===== src/design/crpp_pkg.sv =====
package crpp_pkg;

  typedef enum logic [1:0] {
    CMD_BYTE = 2'd0,
    CMD_SENT = 2'd1,
    CMD_READ = 2'd2
  } cmd_e;

  typedef enum logic [1:0] {
    KIND_TX    = 2'd0,
    KIND_RESET = 2'd1,
    KIND_READ  = 2'd2
  } kind_e;

  typedef enum logic [2:0] {
    CFG_RESET_CODE    = 3'd0,
    CFG_FAST_CODE     = 3'd1,
    CFG_GYRO_CODE     = 3'd2,
    CFG_ACCEL_CODE    = 3'd3,
    CFG_VARIABLE_CODE = 3'd4,
    CFG_FULL_CODE     = 3'd5,
    CFG_QUERY_CODE    = 3'd6,
    CFG_REPLY_CODES   = 3'd7
  } cfg_e;

  typedef enum logic [2:0] {
    PH_IDLE  = 3'd0,
    PH_FAST  = 3'd1,
    PH_GYRO  = 3'd2,
    PH_ACCEL = 3'd3,
    PH_FULL  = 3'd4,
    PH_MASK  = 3'd5,
    PH_VAR   = 3'd6
  } phase_e;

  typedef enum logic [1:0] {
    OP_WRITE = 2'd0,
    OP_READ  = 2'd1,
    OP_EMIT  = 2'd2
  } op_e;

  typedef enum logic [1:0] {
    BANK_A  = 2'd0,
    BANK_B0 = 2'd1,
    BANK_B1 = 2'd2,
    BANK_B2 = 2'd3
  } bank_e;

  typedef struct packed {
    logic [1:0] command;
    logic [7:0] rx_byte;
    logic [5:0] read_index;
  } in_item_t;

  typedef struct packed {
    logic [1:0] kind;
    logic [7:0] value;
  } out_item_t;

  typedef struct packed {
    op_e        op;
    logic       rep;
    logic [7:0] addr;
    logic [7:0] data;
    kind_e      kind;
  } op_t;

  typedef struct packed {
    bank_e      bank;
    logic [7:0] off;
  } loc_t;

  localparam logic [7:0] FAST_BASE    = 8'd2;
  localparam logic [7:0] ACCEL_BASE   = 8'd13;
  localparam logic [7:0] GYRO_BASE    = 8'd19;
  localparam logic [5:0] FAST_LEN     = 6'd10;
  localparam logic [5:0] FULL_LEN     = 6'd47;
  localparam logic [5:0] VEC_LEN      = 6'd6;
  localparam logic [2:0] NUM_SECTIONS = 3'd5;
  localparam logic [2:0] FIRST_IMU    = 3'd3;
  localparam int unsigned B_DEPTH     = 12;
  localparam int unsigned B_AW        = 4;
  localparam int unsigned COPY_BYTES  = 36;

  function automatic logic [7:0] sec_start(logic [2:0] s);
    logic [7:0] r;
    case (s)
      3'd0:    r = 8'd2;
      3'd1:    r = 8'd6;
      3'd2:    r = 8'd9;
      3'd3:    r = 8'd13;
      default: r = 8'd19;
    endcase
    return r;
  endfunction

  function automatic logic [5:0] sec_len(logic [2:0] s);
    logic [5:0] r;
    case (s)
      3'd0:    r = 6'd4;
      3'd1:    r = 6'd3;
      3'd2:    r = 6'd3;
      default: r = 6'd6;
    endcase
    return r;
  endfunction

  // bytes 13..48 live in three twelve-byte banks so one write can hit all copies
  function automatic loc_t map_addr(logic [7:0] a);
    loc_t r;
    if (a < 8'd13) begin
      r.bank = BANK_A;
      r.off  = a;
    end else if (a < 8'd25) begin
      r.bank = BANK_B0;
      r.off  = a - 8'd13;
    end else if (a < 8'd37) begin
      r.bank = BANK_B1;
      r.off  = a - 8'd25;
    end else if (a < 8'd49) begin
      r.bank = BANK_B2;
      r.off  = a - 8'd37;
    end else begin
      r.bank = BANK_A;
      r.off  = a - 8'd36;
    end
    return r;
  endfunction

endpackage


===== src/design/crpp_fifo.sv =====
module crpp_fifo
  import crpp_pkg::*;
#(
  parameter type         T     = logic,
  parameter int unsigned DEPTH = 4
) (
  input  logic clk_i,
  input  logic rst_ni,
  input  logic push_i,
  input  T     data_i,
  input  logic pop_i,
  output T     data_o,
  output logic full_o,
  output logic afull_o,
  output logic empty_o
);

  localparam int unsigned PW = (DEPTH > 1) ? $clog2(DEPTH) : 1;
  localparam int unsigned CW = $clog2(DEPTH + 1);

  T                mem_q [DEPTH];
  logic [PW-1:0]   wptr_q, wptr_d;
  logic [PW-1:0]   rptr_q, rptr_d;
  logic [CW-1:0]   cnt_q, cnt_d;
  logic            do_push, do_pop;

  assign full_o  = (cnt_q == CW'(DEPTH));
  assign afull_o = (cnt_q >= CW'(DEPTH - 1));
  assign empty_o = (cnt_q == '0);
  assign data_o  = mem_q[rptr_q];

  assign do_push = push_i && !full_o;
  assign do_pop  = pop_i && !empty_o;

  always_comb begin
    wptr_d = wptr_q;
    rptr_d = rptr_q;
    cnt_d  = cnt_q;
    if (do_push) begin
      wptr_d = (wptr_q == PW'(DEPTH - 1)) ? '0 : wptr_q + PW'(1);
    end
    if (do_pop) begin
      rptr_d = (rptr_q == PW'(DEPTH - 1)) ? '0 : rptr_q + PW'(1);
    end
    if (do_push && !do_pop) begin
      cnt_d = cnt_q + CW'(1);
    end else if (do_pop && !do_push) begin
      cnt_d = cnt_q - CW'(1);
    end
  end

  always_ff @(posedge clk_i or negedge rst_ni) begin
    if (!rst_ni) begin
      wptr_q <= '0;
      rptr_q <= '0;
      cnt_q  <= '0;
    end else begin
      wptr_q <= wptr_d;
      rptr_q <= rptr_d;
      cnt_q  <= cnt_d;
    end
  end

  always_ff @(posedge clk_i) begin
    if (do_push) begin
      mem_q[wptr_q] <= data_i;
    end
  end

endmodule


===== src/design/crpp_front.sv =====
module crpp_front
  import crpp_pkg::*;
#(
  parameter int unsigned REPORT_BYTES = 64
) (
  input  logic        clk_i,
  input  logic        rst_ni,
  input  logic        accept_i,
  input  in_item_t    item_i,
  input  logic        cfg_we_i,
  input  logic [2:0]  cfg_idx_i,
  input  logic [15:0] cfg_wdata_i,
  output logic        op_valid_o,
  output op_t         op_o
);

  logic [7:0]  reset_code_q, fast_code_q, gyro_code_q, accel_code_q;
  logic [7:0]  variable_code_q, full_code_q, query_code_q;
  logic [15:0] reply_codes_q;

  phase_e     phase_q, phase_d;
  logic [5:0] cnt_q, cnt_d;
  logic [4:0] mask_q, mask_d;
  logic [2:0] sec_q, sec_d;
  logic       ready_q, ready_d;
  logic [5:0] cnt_inc;
  logic [2:0] nxt_sec;

  function automatic logic [2:0] first_sec(logic [4:0] m, logic [2:0] from);
    logic [2:0] r;
    r = NUM_SECTIONS;
    for (int k = 4; k >= 0; k--) begin
      if (3'(k) >= from && m[k]) begin
        r = 3'(k);
      end
    end
    return r;
  endfunction

  assign cnt_inc = cnt_q + 6'd1;

  always_comb begin
    phase_d    = phase_q;
    cnt_d      = cnt_q;
    mask_d     = mask_q;
    sec_d      = sec_q;
    ready_d    = ready_q;
    nxt_sec    = NUM_SECTIONS;
    op_valid_o = 1'b0;
    op_o.op    = OP_EMIT;
    op_o.rep   = 1'b0;
    op_o.addr  = '0;
    op_o.data  = item_i.rx_byte;
    op_o.kind  = KIND_TX;
    if (accept_i) begin
      case (item_i.command)
        CMD_BYTE: begin
          case (phase_q)
            PH_IDLE: begin
              cnt_d = '0;
              if (item_i.rx_byte == reset_code_q) begin
                op_valid_o = 1'b1;
                op_o.kind  = KIND_RESET;
                op_o.data  = '0;
              end else if (item_i.rx_byte == fast_code_q) begin
                phase_d = PH_FAST;
              end else if (item_i.rx_byte == gyro_code_q) begin
                phase_d = PH_GYRO;
              end else if (item_i.rx_byte == accel_code_q) begin
                phase_d = PH_ACCEL;
              end else if (item_i.rx_byte == variable_code_q) begin
                phase_d = PH_MASK;
              end else if (item_i.rx_byte == full_code_q) begin
                phase_d = PH_FULL;
              end else if (item_i.rx_byte == query_code_q) begin
                op_valid_o = 1'b1;
                op_o.data  = ready_q ? reply_codes_q[7:0] : reply_codes_q[15:8];
              end
            end
            PH_FAST, PH_FULL: begin
              op_valid_o = 1'b1;
              op_o.op    = OP_WRITE;
              op_o.addr  = FAST_BASE + {2'b00, cnt_q};
              cnt_d      = cnt_inc;
              if (cnt_inc >= ((phase_q == PH_FAST) ? FAST_LEN : FULL_LEN)) begin
                ready_d = 1'b0;
                phase_d = PH_IDLE;
                cnt_d   = '0;
              end
            end
            PH_GYRO, PH_ACCEL: begin
              op_valid_o = 1'b1;
              op_o.op    = OP_WRITE;
              op_o.rep   = (phase_q == PH_GYRO);
              op_o.addr  = ((phase_q == PH_GYRO) ? GYRO_BASE : ACCEL_BASE) + {2'b00, cnt_q};
              cnt_d      = cnt_inc;
              if (cnt_inc >= VEC_LEN) begin
                ready_d = 1'b0;
                phase_d = PH_IDLE;
                cnt_d   = '0;
              end
            end
            PH_MASK: begin
              mask_d  = item_i.rx_byte[4:0];
              nxt_sec = first_sec(item_i.rx_byte[4:0], 3'd0);
              sec_d   = nxt_sec;
              cnt_d   = '0;
              if (nxt_sec >= NUM_SECTIONS) begin
                ready_d = 1'b0;
                phase_d = PH_IDLE;
              end else begin
                phase_d = PH_VAR;
              end
            end
            PH_VAR: begin
              if (sec_q >= NUM_SECTIONS) begin
                ready_d = 1'b0;
                phase_d = PH_IDLE;
                cnt_d   = '0;
              end else begin
                op_valid_o = 1'b1;
                op_o.op    = OP_WRITE;
                op_o.rep   = (sec_q >= FIRST_IMU);
                op_o.addr  = sec_start(sec_q) + {2'b00, cnt_q};
                cnt_d      = cnt_inc;
                if (cnt_inc >= sec_len(sec_q)) begin
                  nxt_sec = first_sec(mask_q, sec_q + 3'd1);
                  sec_d   = nxt_sec;
                  cnt_d   = '0;
                  if (nxt_sec >= NUM_SECTIONS) begin
                    ready_d = 1'b0;
                    phase_d = PH_IDLE;
                  end
                end
              end
            end
            default: begin
              phase_d = PH_IDLE;
              cnt_d   = '0;
            end
          endcase
        end
        CMD_SENT: begin
          ready_d = 1'b1;
          if (!ready_q) begin
            op_valid_o = 1'b1;
            op_o.data  = reply_codes_q[7:0];
          end
        end
        CMD_READ: begin
          op_valid_o = 1'b1;
          op_o.kind  = KIND_READ;
          if (9'(item_i.read_index) < 9'(REPORT_BYTES)) begin
            op_o.op   = OP_READ;
            op_o.addr = {2'b00, item_i.read_index};
          end else begin
            op_o.data = '0;
          end
        end
        default: begin
        end
      endcase
    end
  end

  always_ff @(posedge clk_i or negedge rst_ni) begin
    if (!rst_ni) begin
      phase_q <= PH_IDLE;
      cnt_q   <= '0;
      mask_q  <= '0;
      sec_q   <= '0;
      ready_q <= 1'b1;
    end else begin
      phase_q <= phase_d;
      cnt_q   <= cnt_d;
      mask_q  <= mask_d;
      sec_q   <= sec_d;
      ready_q <= ready_d;
    end
  end

  always_ff @(posedge clk_i or negedge rst_ni) begin
    if (!rst_ni) begin
      reset_code_q    <= 8'd0;
      fast_code_q     <= 8'd1;
      gyro_code_q     <= 8'd2;
      accel_code_q    <= 8'd3;
      variable_code_q <= 8'd4;
      full_code_q     <= 8'd5;
      query_code_q    <= 8'd6;
      reply_codes_q   <= 16'h0100;
    end else if (cfg_we_i) begin
      case (cfg_e'(cfg_idx_i))
        CFG_RESET_CODE:    reset_code_q    <= cfg_wdata_i[7:0];
        CFG_FAST_CODE:     fast_code_q     <= cfg_wdata_i[7:0];
        CFG_GYRO_CODE:     gyro_code_q     <= cfg_wdata_i[7:0];
        CFG_ACCEL_CODE:    accel_code_q    <= cfg_wdata_i[7:0];
        CFG_VARIABLE_CODE: variable_code_q <= cfg_wdata_i[7:0];
        CFG_FULL_CODE:     full_code_q     <= cfg_wdata_i[7:0];
        CFG_QUERY_CODE:    query_code_q    <= cfg_wdata_i[7:0];
        CFG_REPLY_CODES:   reply_codes_q   <= cfg_wdata_i;
        default: begin
        end
      endcase
    end
  end

endmodule


===== src/design/crpp_store.sv =====
module crpp_store
  import crpp_pkg::*;
#(
  parameter int unsigned REPORT_BYTES = 64
) (
  input  logic      clk_i,
  input  logic      rst_ni,
  input  logic      op_valid_i,
  input  op_t       op_i,
  output logic      op_pop_o,
  input  logic      res_full_i,
  input  logic      res_afull_i,
  output logic      res_push_o,
  output out_item_t res_o
);

  localparam int unsigned A_DEPTH = REPORT_BYTES - COPY_BYTES;
  localparam int unsigned A_AW    = $clog2(A_DEPTH);

  logic [7:0]         mem_a [A_DEPTH];
  logic [A_DEPTH-1:0] vld_a_q;
  logic [7:0]         rd_a_q;
  logic               rdv_a_q;
  logic [7:0]         rd_b_q [3];
  logic               rdv_b_q [3];

  loc_t  loc;
  logic  room, wr, rd;

  logic       s2_valid_q;
  logic       s2_read_q;
  kind_e      s2_kind_q;
  logic [7:0] s2_val_q;
  bank_e      s2_bank_q;
  logic [7:0] rd_val;

  // hold back result-producing ops unless a result slot is reserved
  assign room     = s2_valid_q ? !res_afull_i : !res_full_i;
  assign op_pop_o = op_valid_i && ((op_i.op == OP_WRITE) || room);
  assign wr       = op_pop_o && (op_i.op == OP_WRITE);
  assign rd       = op_pop_o && (op_i.op == OP_READ);
  assign loc      = map_addr(op_i.addr);

  always_ff @(posedge clk_i) begin
    if (wr && loc.bank == BANK_A) begin
      mem_a[loc.off[A_AW-1:0]] <= op_i.data;
    end
  end

  always_ff @(posedge clk_i) begin
    if (rd && loc.bank == BANK_A) begin
      rd_a_q <= mem_a[loc.off[A_AW-1:0]];
    end
  end

  always_ff @(posedge clk_i or negedge rst_ni) begin
    if (!rst_ni) begin
      vld_a_q <= '0;
      rdv_a_q <= 1'b0;
    end else begin
      if (wr && loc.bank == BANK_A) begin
        vld_a_q[loc.off[A_AW-1:0]] <= 1'b1;
      end
      if (rd && loc.bank == BANK_A) begin
        rdv_a_q <= vld_a_q[loc.off[A_AW-1:0]];
      end
    end
  end

  for (genvar b = 0; b < 3; b++) begin : g_bank
    logic [7:0]         mem_b [B_DEPTH];
    logic [B_DEPTH-1:0] vld_b_q;
    logic               sel;
    logic               we;

    assign sel = (loc.bank == bank_e'(b + 1));
    assign we  = wr && (sel || op_i.rep);

    always_ff @(posedge clk_i) begin
      if (we) begin
        mem_b[loc.off[B_AW-1:0]] <= op_i.data;
      end
    end

    always_ff @(posedge clk_i) begin
      if (rd && sel) begin
        rd_b_q[b] <= mem_b[loc.off[B_AW-1:0]];
      end
    end

    always_ff @(posedge clk_i or negedge rst_ni) begin
      if (!rst_ni) begin
        vld_b_q    <= '0;
        rdv_b_q[b] <= 1'b0;
      end else begin
        if (we) begin
          vld_b_q[loc.off[B_AW-1:0]] <= 1'b1;
        end
        if (rd && sel) begin
          rdv_b_q[b] <= vld_b_q[loc.off[B_AW-1:0]];
        end
      end
    end
  end

  always_ff @(posedge clk_i or negedge rst_ni) begin
    if (!rst_ni) begin
      s2_valid_q <= 1'b0;
    end else begin
      s2_valid_q <= op_pop_o && (op_i.op != OP_WRITE);
    end
  end

  always_ff @(posedge clk_i) begin
    if (op_pop_o) begin
      s2_read_q <= (op_i.op == OP_READ);
      s2_kind_q <= op_i.kind;
      s2_val_q  <= op_i.data;
      s2_bank_q <= loc.bank;
    end
  end

  always_comb begin
    case (s2_bank_q)
      BANK_A:  rd_val = rdv_a_q ? rd_a_q : '0;
      BANK_B0: rd_val = rdv_b_q[0] ? rd_b_q[0] : '0;
      BANK_B1: rd_val = rdv_b_q[1] ? rd_b_q[1] : '0;
      BANK_B2: rd_val = rdv_b_q[2] ? rd_b_q[2] : '0;
      default: rd_val = '0;
    endcase
  end

  assign res_push_o  = s2_valid_q;
  assign res_o.kind  = s2_kind_q;
  assign res_o.value = s2_read_q ? rd_val : s2_val_q;

endmodule


===== src/design/controller_report_packet_parser.sv =====
// Controller report packet parser.
// Input channel: drive item_i and raise push; the item transfers on a clock
// edge where push is high and full is low. An item is a received serial byte,
// a report-sent event or a report byte read.
// Result channel: while empty is low, result_o holds the oldest result; raise
// pop to take it. Results are transmit bytes, reset requests and read data.
// Configuration: cfg_we_i writes cfg_wdata_i into the register at cfg_idx_i;
// write only while the block is idle.
// Throughput: one item per cycle while full is low, set by the parser in the front part and the
// single write port of each store bank (gyro copies land in parallel banks).
// Path: each result passes the op queue, the store's output register and the result queue.
// Reset: the report store reads as zero, the ready flag is set, the parser
// waits for a type byte and the registers return to their default codes.
// Stall: when pop is held low the result queue fills, then the op queue
// between parser and store fills and full rises; nothing is dropped.
module controller_report_packet_parser
  import crpp_pkg::*;
#(
  parameter int unsigned REPORT_BYTES = 64
) (
  input  logic        clk_i,
  input  logic        rst_ni,
  input  logic        push,
  output logic        full,
  input  in_item_t    item_i,
  output logic        empty,
  input  logic        pop,
  output out_item_t   result_o,
  input  logic        cfg_we_i,
  input  logic [2:0]  cfg_idx_i,
  input  logic [15:0] cfg_wdata_i
);

  localparam int unsigned OPQ_DEPTH = 4;
  localparam int unsigned RES_DEPTH = 4;

  logic      accept;
  logic      fe_valid;
  op_t       fe_op;
  op_t       q_op;
  logic      q_empty;
  logic      q_pop;
  logic      res_push, res_full, res_afull;
  out_item_t res_item;

  assign accept = push && !full;

  crpp_front #(
    .REPORT_BYTES(REPORT_BYTES)
  ) u_front (
    .clk_i      (clk_i),
    .rst_ni     (rst_ni),
    .accept_i   (accept),
    .item_i     (item_i),
    .cfg_we_i   (cfg_we_i),
    .cfg_idx_i  (cfg_idx_i),
    .cfg_wdata_i(cfg_wdata_i),
    .op_valid_o (fe_valid),
    .op_o       (fe_op)
  );

  crpp_fifo #(
    .T    (op_t),
    .DEPTH(OPQ_DEPTH)
  ) u_opq (
    .clk_i  (clk_i),
    .rst_ni (rst_ni),
    .push_i (fe_valid),
    .data_i (fe_op),
    .pop_i  (q_pop),
    .data_o (q_op),
    .full_o (full),
    .afull_o(),
    .empty_o(q_empty)
  );

  crpp_store #(
    .REPORT_BYTES(REPORT_BYTES)
  ) u_store (
    .clk_i      (clk_i),
    .rst_ni     (rst_ni),
    .op_valid_i (!q_empty),
    .op_i       (q_op),
    .op_pop_o   (q_pop),
    .res_full_i (res_full),
    .res_afull_i(res_afull),
    .res_push_o (res_push),
    .res_o      (res_item)
  );

  crpp_fifo #(
    .T    (out_item_t),
    .DEPTH(RES_DEPTH)
  ) u_resq (
    .clk_i  (clk_i),
    .rst_ni (rst_ni),
    .push_i (res_push),
    .data_i (res_item),
    .pop_i  (pop),
    .data_o (result_o),
    .full_o (res_full),
    .afull_o(res_afull),
    .empty_o(empty)
  );

endmodule

===== config.mk =====
export PLATFORM = sky130hd
export DESIGN_NAME = controller_report_packet_parser
export DESIGN_NICKNAME = d
export VERILOG_FILES = /design/src/design/crpp_pkg.sv /design/src/design/crpp_fifo.sv /design/src/design/crpp_front.sv /design/src/design/crpp_store.sv /design/src/design/controller_report_packet_parser.sv
export SDC_FILE = /design/constraint.sdc
export NUM_CORES = 1
export LEC_CHECK = 0
export BUFFER_PORTS_ARGS = -buffer_cell sky130_fd_sc_hd__buf_2
export CORE_MARGIN = 10
export CORE_UTILIZATION = 50
export CTS_CLUSTER_DIAMETER = 60
export DETAILED_ROUTE_END_ITERATION = 12
export PLACE_DENSITY_LB_ADDON = 0.3
export SLEW_MARGIN = 20
export SYNTH_ARGS = -nofsm -noshare
export SYNTH_HDL_FRONTEND = slang
export SYNTH_SLANG_ARGS = --single-unit

===== constraint.sdc =====
create_clock -name clk_i -period 6.25 [get_ports clk_i]
set_input_delay 0.3125 -clock clk_i [delete_from_list [all_inputs] [get_ports clk_i]]
set_output_delay 0.3125 -clock clk_i [all_outputs]
set_load 0.1 [all_outputs]

# == Yosys cells after proc, flatten, opt, wreduce, memory -nomap -nowiden ==
# Memories as Yosys holds them, arrays and structs flattened. A register that Yosys moved wholly into a read port is not among the register bits.
# Cells that the tools add are included.
# word_totals
mem_bits_rw,660
latchBits,0
elab_cells,354
input_bits,40
ff_bits,186
mem_bits_ro,0
n_memories,7
# mem_list
name,depth,word_bits,rd,rd_clocked_by_memory_dff,wr,line,source
u_store.mem_a,28,8,1,1,1,crpp_store.sv:20,logic [7:0] mem_a [A_DEPTH];
u_store.g_bank[0].mem_b,12,8,1,0,1,crpp_store.sv:71,logic [7:0] mem_b [B_DEPTH];
u_store.g_bank[1].mem_b,12,8,1,0,1,crpp_store.sv:71,
u_store.g_bank[2].mem_b,12,8,1,0,1,crpp_store.sv:71,
u_opq.mem_q,4,21,1,0,1,crpp_fifo.sv:21,T mem_q [DEPTH];
u_resq.mem_q,4,10,1,0,1,crpp_fifo.sv:21,
1 more memories,--,--,--,--,--,--,
# classes
addsub,17
muxes,147
n_shift,0
multipliers,0
eq_ne,52
n_reduce_logical,74
bitwise_logic,4
order_cmp,21
n_div,0
# ops
operator,n
2-to-1 mux 8 bit,20
2-to-1 mux 3 bit,34
equality test 8 bit,7
2-to-1 mux 6 bit,9
2-to-1 mux 10 bit,5
2-to-1 mux 1 bit,47
bitwise OR 12 bit,3
one-hot mux 8 bit (2 select lines),2
one-hot mux 8 bit (4 select lines),1
logical AND 1 bit,28
bitwise OR 28 bit,1
equality test 3 bit (second input constant),9
one-hot mux 8 bit (3 select lines),1
2-to-1 mux 21 bit,1
one-hot mux 5 bit (4 select lines),1
equality test 2 bit (second input constant),9
equality test 3 x 2 -> 1 bit (second input constant),6
one-hot mux 6 bit (3 select lines),1
AND reduction 2 bit,9
adder 8 x 6 -> 8 bit,2
less-than comparator 8 x 6 -> 1 bit (second input constant),2
AND reduction 8 bit,2
OR reduction 8 bit,2
subtractor 8 x 6 -> 8 bit (second input constant),2
51 further kinds,111

# == Longest topological paths before layout ==
# Gate-level depths: netlist of the first run.
# logic_depth
ltp_word,19
mapped_depth,18
depth_no_buf,14

# == Cells and area by module ==
# Synthesis of the first run repeated with hierarchy kept, for this count alone.
# hier_totals
hier_cells,2295
hier_area_um2,37245.7
# modules_own_cells
module,instances,area_each_um2,cells_each,seq_area_each_um2
crpp_store,1,25750.9,1482,18452.7
crpp_front,1,6109.6,573,2265.9
crpp_fifo (u_opq),1,3475.8,148,2697.6
crpp_fifo (u_resq),1,1891.8,90,1376.3
controller_report_packet_parser,1,17.5,2,0.0

# == Worst setup path after synthesis of the first run ==
# Ideal clock, no wire load.
# synth_timing
kind,flip-flop to flip-flop
start,register u_opq.rptr_q[0]
end,"memory u_store.mem_a[17][0], enable pin"
path_stages_with_launch,15
t_arrival_ns,4.058
slack_ns,1.807
required_time_ns,5.865
synth_period_minus_slack_ns,4.443
setup_ns,0.385
path_cell_list,dfrtp_1 buf_6 buf_6 mux4_2 inv_1 ha_1 a21boi_0 a22o_1 a21oi_4 nor2b_4 buf_6 xnor2_1 clkbuf_1 nand3_1 nor3_1
# synth_between
elab_chain_len,10
# synth_lines
element,line,source
start: declaration,crpp_fifo.sv:23,"logic [PW-1:0] rptr_q, rptr_d;"
start signal: assignment,crpp_fifo.sv:59,rptr_q <= rptr_d;
memory (4 x 21 bit) *,--,
less-than comparator 8 x 6 -> 1 bit,crpp_pkg.sv:120,end else if (a < 8'd49) begin
2-to-1 mux 10 bit,crpp_pkg.sv:120,
2-to-1 mux 10 bit,crpp_pkg.sv:117,end else if (a < 8'd37) begin
2-to-1 mux 10 bit,crpp_pkg.sv:114,end else if (a < 8'd25) begin
2-to-1 mux 10 bit,crpp_pkg.sv:111,if (a < 8'd13) begin
zero test 2 bit,crpp_store.sv:45,if (wr && loc.bank == BANK_A) begin
logical AND 1 bit,crpp_store.sv:45,
2-to-1 mux 1 bit,crpp_store.sv:45,
2-to-1 mux 1 bit (implied by the code),crpp_store.sv:46,mem_a[loc.off[A_AW-1:0]] <= op_i.data;
end: declaration,crpp_store.sv:20,
# Every way passes the cells marked *; elsewhere a longest branch is shown, timed or not.

# == Final worst setup path of the first run ==
# layout_timing
start,register u_opq.rptr_q[0]
end,"memory u_store.mem_a[16][7], enable pin"
# Same word-level chain as after synthesis.

==> results.txt, run 1 <==
Total vias in the final route -> 19355
Least-Margin Pin Slew -> 1.11 ns
Post-synth top cells -> 673 x edfxtp_1, 172 x mux4_2, 162 x dfrtp_1, 139 x nor2_1, 128 x nand2_1
Setup violators final -> 0
Die Span X -> 287 um
Gpl congestion -> 0.869
TritonCTS buffer count -> 88
Reg-to-Reg End -> u_store.mem_a[16][7]
Number of port buffers -> 51
First-pass GRT wire length -> 123000 um
GR Util All Layers -> 19.4%
Pre-Repair DR Iteration Count -> 7
Final non-filler cell total -> 3250
Hold endpoint -> u_front.reply_codes_q[7]
Initial antenna violation count -> 2
Post-synth EDFFs -> 673
Number of max-slew violations in the final report -> 0
Yosys top cell by area -> edfxtp_1
Final min period -> 5.68 ns
Ports -> 52
Fillers -> 5349
Gate Count Post-Synth -> 2120
Worst path required time -> 6.49 ns
Final setup TNS -> 0 ns
Max Clock Freq -> 0.176 GHz
Library cells used by synthesis -> 77
Cell family with most CP delay -> simple AND/OR/NAND/NOR gates
Core area -> 71200 um2
Die area -> 82600 um2
Slowest CP cell -> xnor2_4
Post-synth top flop -> edfxtp_1
Final net count -> 2313
Initial Utilization -> 50.2%
Share of cells above drive strength 1 -> 24.8%
Worst Setup Start Kind -> flip-flop
WL/cell -> 24.5 um
Pin count of the biggest net entering global routing -> 116
Vias per Instance -> 5.96
DRC viols -> 0
Worst Reg2Reg Path Length in Cells -> 13
Mapped Area -> 35800 um2
CTS clk-pin slew, worst paths -> 0.06 ns
Synthesized flop and latch total -> 846
Final antenna-violating net count -> 0
Most numerous cell in the Yosys netlist -> edfxtp_1
CTS Buffer Depth -> 3
RSZ-0062 raised after global routing -> no
DR iter-0 viols -> 1697
Asr flop ratio synth -> 20.4%
Status -> finished, final reports clean
Clock skew -> 0.0269 ns
CP cell instances -> buf_4, mux2i_1, mux2_2, ha_1, a21boi_0, a22o_1, nor2_1, a2111oi_1, a21oi_2, xnor2_4, nand2_2, buf_4, nor2_1
Sequential share of the synthesized area -> 68.6%
Crit-path max FO -> 24
Clk_lat worst skew -> 0.64 ns
P_leak -> 14.2 nW
Global route total overflow -> 0
Die Y -> 287 um
CTS tree -> done
Post-CTS Resized -> 0
Final wirelength -> 79600 um
# H-tree levels -> 3
Maximum VDD drop -> 719 uV
Mean Syn Cell Area -> 16.9 um2
Row cnt -> 98
Worst Hold Class -> input pin to flip-flop
Placed insts -> 3076
Kind of critical path -> flip-flop to flip-flop
Relative slew margins -> 25.2%
Endpoints failing hold -> 0
CP endpoint kind -> flip-flop
Root buffer cell -> clkbuf_16
Worst Path Arrival -> 5.92 ns
Synth Net Count -> 2207
Pwr/cell area -> 609 nW/um2
R2R Setup Slk -> 0.57 ns
CTS sink cnt -> 846
HPWL after DPL -> 50300 um
R2r startpoint -> u_opq.rptr_q[0]
Synth warn -> 0
WP buf/inv -> 2
Area grow syn2layout -> 12.4%
# Max-Cap Violations -> 0
Share of the synthesized area in the top cell type -> 56.5%
Critical path's largest stage delay -> 0.84 ns
Hold path cells -> 2
ANT cells -> 0
Final Cycle Share -> 90.9%
Hold Path Origin -> cfg_wdata_i[7]
Synth area leaders -> edfxtp_1 57%, dfrtp_1 11%, mux4_2 11%, mux2_2 3.3%, ha_1 1.5%
Vias in the first global route -> 19977
-- state kept, by name, indices dropped and copies added (netlist names), 16 cells and up --
name                    cells
u_store.g_bank.mem_b      288
u_store.mem_a             224
u_opq.mem_q                76
u_resq.mem_q               40
u_store.g_bank.vld_b_q     36
u_store.vld_a_q            28
u_store.rd_b_q             24
u_front.reply_codes_q      16
-- per-layer routing --
metal / vias to the layer above / wire length [um] / track usage (%) / share of wire [%]
met1: 9989 / 32100 / 25.8 / 40
met4: 4 / 2530 / 7.46 / 3.2
met2: 771 / 39600 / 31.8 / 50
met3: 142 / 5370 / 3.32 / 6.7
li1: 8449 / - / - / -
met5: - / 27 / 0 / 0.034
-- final cells by class --
cell class | instances | area (um2) | share of cell area [%]
clock inverter | 41 | 453 | 1.13
sequential | 846 | 24600 | 61.1
multi-input combinational | 1144 | 10600 | 26.4
clock buffer | 123 | 2470 | 6.15
tap | 950 | 1190 | 2.96
inverter | 31 | 116 | 0.289
timing repair buffer | 115 | 807 | 2.01
-- worst register-to-register path, stage by stage, from the launching register on --
cell       delay (ns)
dfrtp_1          0.58
buf_4            0.40
mux2i_1          0.16
mux2_2           0.34
ha_1             0.30
a21boi_0         0.21
a22o_1           0.26
nor2_1           0.08
a2111oi_1        0.48
a21oi_2          0.17
xnor2_4          0.84
nand2_2          0.35
buf_4            0.29
nor2_1           0.81
-- cells in the final DEF (no fill, tap or decap), drive strengths merged, types with 10 or more instances in the layout --
| cell | instances |
|---|---|
| buf | 104 |
| nor3 | 21 |
| nand2b | 16 |
| nand2 | 131 |
| dlygate4sd3 | 10 |
| a31oi | 36 |
| a21o | 12 |
| edfxtp | 673 |
| nor2 | 139 |
| nand3 | 20 |
| and2 | 19 |
| clkbuf | 124 |
| a22oi | 17 |
| o22ai | 13 |
| a21oi | 40 |
| inv | 36 |
| mux2 | 106 |
| dfstp | 11 |
| nor2b | 16 |
| o21ai | 56 |
| dfrtp | 162 |
| mux4 | 172 |
| xnor2 | 46 |
| ha | 43 |
| a221oi | 14 |
| clkinv | 27 |
| mux2i | 26 |
| or2 | 72 |
| xor2 | 34 |
-- through the flow --
| stage | instance area, um2 | util [%] | hold WS [ns] | total power [W] | setup slack (ns) |
|---|---|---|---|---|---|
| after floorplan | 35800 | - | 0.0169 | 0.0163 | 1.81 |
| after global placement | 37200 | 52.2 | 0.442 | 0.0192 | 0.793 |
| after detailed placement | 37200 | 52.2 | 0.447 | 0.0194 | 0.630 |
| after CTS | 40200 | 56.4 | 0.0434 | 0.0247 | 0.570 |
| after global routing | 40200 | 56.4 | 0.0715 | 0.0258 | 0.212 |
| final | 40200 | 56.4 | 0.0753 | 0.0245 | 0.571 |
-- power by group --
group / internal, W / switching, W
sequential: 0.00792 / 0.000522
clock: 0.00308 / 0.00214
combinational: 0.00432 / 0.00652
-- worst max path at each step --
stage | depth (start not counted) | start | to
2_1_floorplan | 14 | u_opq.rptr_q[0] | u_store.mem_a[17][0]
3_3_place_gp | 11 | u_opq.rptr_q[0] | u_store.mem_a[8][0]
3_5_place_dp | 13 | u_opq.rptr_q[0] | u_store.mem_a[16][7]
4_1_cts | 13 | u_opq.rptr_q[0] | u_store.mem_a[16][7]
5_1_grt | 13 | u_opq.rptr_q[0] | u_store.mem_a[16][7]
6_report | 13 | u_opq.rptr_q[0] | u_store.mem_a[16][7]
-- what timing repair did --
item,in CTS,in global routing
hold buffers,10,0
hold endpoints to repair,117,0
buffers inserted,0,0
-- cell families after synthesis --
group | count (synthesis) | synth area share, %
flops | 846 | 68.6
simple gates | 477 | 6.42
mux | 304 | 14.9
compound gates | 236 | 4.42
buf+inv | 130 | 1.83
xor+xnor | 80 | 2.05
fa+ha+maj | 47 | 1.73
Power figures use the tool's default switching activity.
==> run 2: changes to the inputs <==
==> constraint.sdc (replaced) <==
create_clock -name clk_i -period 6.73 [get_ports clk_i]
set_input_delay 1.346 -clock clk_i [delete_from_list [all_inputs] [get_ports clk_i]]
set_output_delay 1.346 -clock clk_i [all_outputs]
set_load 0.1 [all_outputs]
==> run 2 against run 1 <==
Against the previous run:
- sequential cell count unchanged
- non-clock buffer count decreased by 20
- setup slack better by 0.36 ns
- clock-buffer cell count is 10 lower
- clock skew grew 0.014 ns
- worst hold slack gained 0.38 ns
- design area decreased by 0.23%
- via count decreased by 0.91%
- wire length fell by 0.39%
- global-route usage hardly changed
- sequential share of layout area rose by 0.14 points
==> results.txt, run 2 (synthesis results as in run 1) <==
Status -> finished, final reports clean
Commonest non-fill, non-tap cell in the layout -> edfxtp_1
Worst Path Arrival -> 6.06 ns (+0.14 ns)
Final wirelength -> 79300 um (-0.39%)
Ports -> 52 (unchanged)
Worst Setup Start Kind -> flip-flop
Worst Reg2Reg Path Length in Cells -> 13 (unchanged)
Final setup TNS -> 0 ns (unchanged)
Fillers -> 5361 (+0.22%)
Initial Utilization -> 50.2% (unchanged)
Kind of critical path -> flip-flop to flip-flop
Total vias in the final route -> 19179 (-0.91%)
CP endpoint kind -> flip-flop
# H-tree levels -> 3 (unchanged)
Least-Margin Pin Slew -> 1.08 ns (-0.0301 ns)
HPWL after DPL -> 49100 um (-2.3%)
TritonCTS buffer count -> 89 (+1.1%)
Crit-path max FO -> 28 (+17%)
Row cnt -> 98 (unchanged)
CTS sink cnt -> 846 (unchanged)
Relative slew margins -> 27.8% (+2.5 points)
Gpl congestion -> 0.862 (-0.85%)
Most frequent cells in the layout -> 673 x edfxtp_1, 171 x mux4_2, 162 x dfrtp_1
Share of cells above drive strength 1 -> 24.8% (about the same)
DR iter-0 viols -> 1659 (-2.2%)
Max Clock Freq -> 0.173 GHz (-2.0%)
Vias per Instance -> 5.93 (-0.36%)
Largest register FFs -> 288 (unchanged)
RSZ-0062 raised after global routing -> no
Pin count of the biggest net entering global routing -> 87 (-25%)
Die Y -> 287 um (unchanged)
# hold bufs at CTS -> 0 (-10)
Number of port buffers -> 51 (unchanged)
Placed insts -> 3066 (-0.33%)
Clock skew -> 0.0407 ns (+0.0137 ns)
Root buffer cell -> clkbuf_16
Initial antenna violation count -> 3 (+1)
Endpoints failing hold -> 0 (unchanged)
First-pass GRT wire length -> 122000 um (-0.61%)
Final net count -> 2294 (-0.82%)
Die Span X -> 287 um (unchanged)
Setup violators final -> 0 (unchanged)
Final non-filler cell total -> 3232 (-0.55%)
Final min period -> 5.79 ns (+0.116 ns)
WL/cell -> 24.5 um (+0.16%)
Post CTS Setup Buffer Count -> 0 (unchanged)
DRC viols -> 0 (unchanged)
Global route total overflow -> 0 (unchanged)
Worst Hold Class -> flip-flop to flip-flop
Die area -> 82600 um2 (unchanged)
Final antenna-violating net count -> 0 (unchanged)
Number of max-slew violations in the final report -> 0 (unchanged)
Worst path required time -> 6.99 ns (+0.50 ns)
Area grow syn2layout -> 12.2%
Post-CTS Resized -> 0 (unchanged)
CTS clk-pin slew, worst paths -> 0.06 ns (about the same)
# Max-Cap Violations -> 0 (unchanged)
Clk_lat worst skew -> 0.66 ns (+0.02 ns)
Final Cycle Share -> 86.1% (-4.8 points)
CTS Buffer Depth -> 3 (unchanged)
Pre-Repair DR Iteration Count -> 5 (-2)
Vias in the first global route -> 19979 (+0.010%)
ANT cells -> 0 (unchanged)
Hold path cells -> 1 (-1)
Core area -> 71200 um2 (unchanged)
CTS tree -> done
GR Util All Layers -> 19.4% (-0.038 points)
==> run 2: cell types whose count changed in the layout (fill, tap and decap cells not counted), moves of 4 or more <==
cell | previous run | this run
clkbuf_1 | 22 | 17
clkbuf_8 | 13 | 7
clkinvlp_4 | 2 | 7
bufinv_16 | 7 | 11
buf_4 | 51 | 43
dlygate4sd3_1 | 10 | 0
==> run 2: metrics by stage <==
stage | hold WS, ns | instance area (um2) | worst slack, ns | util [%]
after floorplan | 0.423 | 35800 | 2.29 | -
after global placement | 0.442 | 37100 | 1.04 | 52.0
after detailed placement | 0.446 | 37100 | 0.946 | 52.1
after CTS | 0.462 | 40100 | 0.942 | 56.3
after global routing | 0.472 | 40100 | 0.486 | 56.3
final | 0.459 | 40100 | 0.935 | 56.3
==> run 2: layer usage <==
metal / global-route usage [%] / wire length [um] / vias to the layer above
li1: - / - / 8407
met1: 25.0 / 32100 / 9934
met2: 32.6 / 39900 / 669
met3: 4.24 / 4960 / 163
met4: 5.97 / 2280 / 6
met5: 0 / 41 / -
==> run 2: final timing paths <==
kind                                          startpoint                       endpoint  slack (ns)
setup / recovery                         u_opq.rptr_q[0]            u_store.mem_a[8][2]        0.94
hold / removal             u_store.g_bank[1].vld_b_q[11]  u_store.g_bank[1].vld_b_q[11]        0.46
setup reg to reg                         u_opq.rptr_q[0]            u_store.mem_a[8][2]        0.94
hold reg to reg            u_store.g_bank[1].vld_b_q[11]  u_store.g_bank[1].vld_b_q[11]        0.46
max in group asynchronous                         rst_ni            u_store.vld_a_q[19]        4.73
min in group asynchronous                         rst_ni     u_front.variable_code_q[6]        0.77
==> run 2: cell type report <==
| cell class | count | area [um2] | area share [%] |
|---|---|---|---|
| Clock buffer | 113 | 2400 | 5.98 |
| Timing Repair Buffer | 95 | 607 | 1.51 |
| Inverter | 31 | 116 | 0.290 |
| Sequential cell | 846 | 24600 | 61.2 |
| Multi-Input combinational cell | 1144 | 10600 | 26.5 |
| Tap cell | 950 | 1190 | 2.96 |
| Clock inverter | 53 | 628 | 1.57 |
==> run 2: critical path, stage by stage, from the launching register on <==
cell	delay, ns
dfrtp_1	0.41
buf_4	0.39
mux4_2	0.70
inv_1	0.23
ha_1	0.30
a21boi_0	0.12
a22o_1	0.32
a21oi_4	0.22
nor2b_4	0.46
mux2i_4	0.18
buf_4	0.30
nor2_1	0.72
nand2_1	0.34
nor2_1	0.71
Power of run 2 is left out: the tool's default activity adds up to more than one toggle a clock period on the data nets, which glitch-free logic cannot reach.
